$ cat config.mk
export PLATFORM = sky130hd
export DESIGN_NAME = ksa_cell
export DESIGN_NICKNAME = d
export VERILOG_FILES = /design/src/design/ksa_pkg.sv /design/src/design/ksa_cell.sv
export SDC_FILE = /design/constraint.sdc
export NUM_CORES = 1
export LEC_CHECK = 0
export BUFFER_PORTS_ARGS = -buffer_cell sky130_fd_sc_hd__clkbuf_2
export CORE_AREA = 2 2 146 148
export CTS_CLUSTER_SIZE = 28
export DETAILED_ROUTE_END_ITERATION = 12
export DIE_AREA = 0 0 148 150
export HOLD_SLACK_MARGIN = 0.05
export PLACE_DENSITY = 0.8
export SYNTH_ARGS = -nofsm -noshare
export SYNTH_HDL_FRONTEND = slang
export SYNTH_SLANG_ARGS = --single-unit
$ cat constraint.sdc
create_clock -name aclk -period 4.9 [get_ports aclk]
set_clock_uncertainty 0.1 [all_clocks]
set_input_delay 0.49 -clock aclk [delete_from_list [all_inputs] [get_ports aclk]]
set_output_delay 0.49 -clock aclk [all_outputs]
set_load 0.02 [all_outputs]
$ cat src/design/ksa_pkg.sv
package ksa_pkg;

    // field widths
    localparam int KEY_W = 64;
    localparam int AMT_W = 32;
    localparam int SUM_W = 48;
    localparam int STS_W = 2;

    // result status codes
    localparam logic [STS_W-1:0] STS_MERGED  = 2'd0;
    localparam logic [STS_W-1:0] STS_INSERTED = 2'd1;
    localparam logic [STS_W-1:0] STS_DROPPED = 2'd2;
    localparam logic [STS_W-1:0] STS_FLUSHED = 2'd3;

    // command codes
    localparam logic CMD_ADD   = 1'b0;
    localparam logic CMD_FLUSH = 1'b1;

    // saturation limits
    localparam logic signed [SUM_W-1:0] SUM_MAX = {1'b0, {(SUM_W-1){1'b1}}};
    localparam logic signed [SUM_W-1:0] SUM_MIN = {1'b1, {(SUM_W-1){1'b0}}};

    typedef struct packed {
        logic                    cmd;
        logic [KEY_W-1:0]        key;
        logic signed [AMT_W-1:0] amount;
    } in_word_t;

    typedef struct packed {
        logic [STS_W-1:0]        status;
        logic [KEY_W-1:0]        entry_key;
        logic signed [SUM_W-1:0] total;
        logic                    last;
    } out_word_t;

    // per-cell control from the sequencer
    typedef struct packed {
        logic cmp;    // compare key, precompute saturated sum
        logic upd;    // commit saturated sum if this cell hit
        logic load;   // append the input record here
        logic shift;  // take neighbor's entry (flush drain)
    } cell_ctrl_t;

    // sign-extend an amount to sum width
    function automatic logic signed [SUM_W-1:0] amt_ext(input logic signed [AMT_W-1:0] a);
        amt_ext = {{(SUM_W-AMT_W){a[AMT_W-1]}}, a};
    endfunction

    // 48-bit add with clamp at the signed limits
    function automatic logic signed [SUM_W-1:0] sat_add(
        input logic signed [SUM_W-1:0] a,
        input logic signed [AMT_W-1:0] b
    );
        logic [SUM_W:0] s;
        s = {a[SUM_W-1], a} + {{(SUM_W+1-AMT_W){b[AMT_W-1]}}, b};
        if (s[SUM_W] != s[SUM_W-1]) begin
            sat_add = s[SUM_W] ? SUM_MIN : SUM_MAX;
        end else begin
            sat_add = s[SUM_W-1:0];
        end
    endfunction

endpackage

$ cat src/design/ksa_cell.sv
module ksa_cell (
    input  logic                             aclk,
    input  logic                             aresetn,
    input  ksa_pkg::cell_ctrl_t              ctrl,
    input  logic                             occupied,
    input  logic [ksa_pkg::KEY_W-1:0]        in_key,
    input  logic signed [ksa_pkg::AMT_W-1:0] in_amount,
    input  logic [ksa_pkg::KEY_W-1:0]        nb_key,
    input  logic signed [ksa_pkg::SUM_W-1:0] nb_sum,
    output logic [ksa_pkg::KEY_W-1:0]        key_o,
    output logic signed [ksa_pkg::SUM_W-1:0] sum_o,
    output logic signed [ksa_pkg::SUM_W-1:0] sat_o,
    output logic                             hit_o
);
    import ksa_pkg::*;

    logic [KEY_W-1:0]        key_reg;
    logic signed [SUM_W-1:0] sum_reg;
    logic signed [SUM_W-1:0] sat_reg;
    logic                    hit_reg;

    // key match and speculative sum, registered ahead of the commit
    always_ff @(posedge aclk) begin
        if (!aresetn) begin
            hit_reg <= 1'b0;
        end else if (ctrl.cmp) begin
            hit_reg <= occupied && (key_reg == in_key);
        end
    end

    always_ff @(posedge aclk) begin
        if (ctrl.cmp) begin
            sat_reg <= sat_add(sum_reg, in_amount);
        end
    end

    // entry storage: drain shift, append, or merge
    always_ff @(posedge aclk) begin
        if (ctrl.shift) begin
            key_reg <= nb_key;
            sum_reg <= nb_sum;
        end else if (ctrl.load) begin
            key_reg <= in_key;
            sum_reg <= amt_ext(in_amount);
        end else if (ctrl.upd && hit_reg) begin
            sum_reg <= sat_reg;
        end
    end

    assign key_o = key_reg;
    assign sum_o = sum_reg;
    assign sat_o = sat_reg;
    assign hit_o = hit_reg;

endmodule

==> impl_results.md <==
- Status: complete, no violations
- Core area: 0.0207 sq mm
- Die W: 148 microns
- Detailed Routing Iterations Pass 1: 6
- Hold_buf cts: 0
- Synth area leader: edfxtp_1
- Net Count, Synth: 1257
- Slowest stage delay, CP: 0.43 ns
- Number of CTS-inserted buffers: 17
- Crit. End Element: flop
- Max cap viols: 0
- Drt via density: 5.71
- CTS tree: done
- PostCTS Resize Cnt: 0
- Cell Chain, Critical Path: ha_1 > o21ai_0 > o21bai_1 > nand3_1 > o21ai_0 > a31oi_1 > a21bo_2 > o21ai_1 > a211o_1 > mux2i_4 > buf_4 > o21ai_0
- Setup tns final: 0 ns
- Initial cell density of the core: 50.0%
- Total Wirelength: 32000 microns
- Critical path arrival: 4.05 ns
- Top post-synthesis cells by area: edfxtp_1 (46%), ha_1 (5.8%), mux2_2 (5.4%)
- Fin Hold WS: 0.160 ns
- DPL Wire Length: 24700 microns
- Crit path max-delay family: compound AO/OA/AOI/OAI gates
- Total clock sinks: 161
- RSZ-0062 raised after global routing: false
- Root buf cell: clkbuf_16
- Logic pwr share: 34.4%
- Fin nets: 1606
- CP endpoint: sat_o[16]
- P_sw: 1.76 mW
- Final Slew Violations: 0
- First-pass GRT wire length: 48700 microns
- Htree depth: 4
- Post-synth ARST share: 0%
- Internal: 3.09 mW
- Postcts setup bufs: 0
- Largest net degree at the start of global routing: 94
- Die ar.: 0.0222 sq mm
- Min-Delay Path Class: in2reg
- First DRT Iteration DRCs: 795
- Number of port buffers: 375
- Final Hold Fails: 0
- Least-Margin Pin Slew: 0.925 ns
- Most common cell after layout, fill and taps aside: clkbuf_2
- Vias: 9324
- Clk pwr share: 25.4%
- Most frequent cells in the layout: clkbuf_2 (374), edfxtp_1 (160), nand2_1 (109)
- R2R setup slack: 0.92 ns
- Crit path required time: 4.97 ns
- GPL Wtd Cong: 0.940
- CP Class: reg2reg
- Ys flop type: edfxtp_1
- CP Launch Point: sum_o[3]
- Fill count: 1738
- Std-Cell Rows: 53
- Final Util: 62.7%
- Synth cell types: 61
- Synth Area per Inst: 10.4 sq um
- Total grt overflow: 0
- Ports: 376
- Period minus WS final: 3.98 ns
- Power Dens Cells: 374 mW/mm^2
- Peak supply drop: 253 uV
- Fraction of final layout cells with drive strength greater than 1: 36.3%
- Total Routing Usage GR: 28.2%
- Clock Path Buffers: 2
- P_leak: 5.78 nW
- Max Clock Freq: 0.251 GHz
- Sequential area share after synthesis: 46.6%
- Initial antenna violation count: 3
- Post-Synthesis Cells: 993
- Clk Latency, worst-skew pair: 0.43 ns
- Startpoint types: flop
- Vias in the first global route: 9332
- Crit-path most repeated cell: o21ai_0
- Final WS setup: 0.919 ns
- Tcrit/Tclk final: 81.2%
- WL per Instance: 19.6 microns
- Synth-to-Final Area Change: 25.3%
- FF-to-FF path depth: 12
- Reg2reg start: sum_o[3]
- DR DRC count: 0
- DP Worst Slack: 0.683 ns
- Clock-pin slew on the worst setup and hold paths: 0.07 ns
- Die height: 150 microns
- Relative slew slack: 38.4%
- Final ANT Viol Nets: 0
- R2r endpoint: sat_o[16]
- Final setup viols: 0
- Cell area after synthesis: 0.0103 sq mm
- Number of flops mapped to enable cells by yosys: 160
- Worst Path Max Fanout: 25
- Tot Pwr: 4.85 mW
- Sequential share of power: 40.2%
- FF+latch count, synth: 161
- Instance count on the critical path: 12
- CP Buf/Inv Count: 1
- Yosys Warn Count: 0
- Net Sw Frac: 36.3%
- Crit path max-delay cell type: o21ai_0
- Yosys top cell area share: 46.4%
worst min path at each step:
stage	from	to	slack, ns	cells after the start
2_1_floorplan	ctrl[3]	sat_o[0]	0.50	0
3_3_place_gp	hit_o	hit_o	0.51	2
3_5_place_dp	hit_o	hit_o	0.51	2
4_1_cts	aresetn	hit_o	0.15	2
5_1_grt	aresetn	hit_o	0.15	2
6_report	aresetn	hit_o	0.16	2
through the flow:
stage / instances / area (sq um)
CTS: 1630 / 13000
detailed placement: 1598 / 12400
floorplan: 993 / 10300
finish: 1633 / 13000
global route: 1633 / 13000
global placement: 1598 / 12400
area by class of cell:
type	count	area (sq um)	area share, %
antenna	3	7.51	0.0579
clock buffer	21	440	3.40
clock inverter	11	81.3	0.627
inverter	44	165	1.27
multi-input combinational	734	5150	39.7
sequential	161	4820	37.2
tap	275	344	2.65
timing repair buffer	384	1960	15.1
power by group through the flow:
| stage | registers (mW) | logic, mW | clock network, mW |
|---|---|---|---|
| 3_3_place_gp | 1.97 | 1.62 | 0 |
| 6_report | 1.95 | 1.67 | 1.23 |
| 2_1_floorplan | 2.19 | 0.875 | 0 |
| 4_1_cts | 1.95 | 1.67 | 1.24 |
| 5_1_grt | 1.97 | 1.81 | 1.29 |
| 3_5_place_dp | 1.97 | 1.66 | 0 |
cell families (layout without fill, tap and decap cells):
| group | Yosys count | count (layout) | share of synthesized area (%) |
|---|---|---|---|
| DFF | 161 | 161 | 46.6 |
| other | 0 | 3 | 0 |
| xor gates and xnor gates | 79 | 79 | 6.69 |
| and+or+nand+nor | 210 | 210 | 9.24 |
| adders and majority gates | 49 | 49 | 6.00 |
| AOI/OAI and AO/OA | 313 | 313 | 18.9 |
| muxes | 83 | 83 | 8.63 |
| buffers and inverters | 98 | 460 | 3.88 |
flip-flops by register name, summed over array words and instances, names as in the netlist:
name / flops
sat_o: 48
key_o: 64
sum_o: 48
hit_o: 1
synthesized netlist by cell type (5+ instances only):
cell and count:
nor4_1 9, edfxtp_1 160, o22ai_1 11, a21oi_1 81, o21bai_1 10, a31oi_1 7
mux2i_1 33, mux2_2 50, a21oi_2 20, nand2b_1 6, xor2_1 39, a221oi_1 11
ha_1 48, a21o_1 27, nor2_1 33, inv_1 43, nand3_1 8, and3_1 5
xnor2_1 40, clkbuf_1 44, o21ai_0 95, nand2_1 109, o21ai_1 14, o21a_1 6
nand4_1 23
routing by layer:
layer  track usage, %  vias up  wire length (microns)
met5                0        -                      0
met4             9.95        0                    893
met3             6.34       54                   2410
met2             51.4      430                  16600
met1             32.7     4433                  12100
li1                 -     4407                      -
Note: power is estimated with default switching activity, not from simulation.
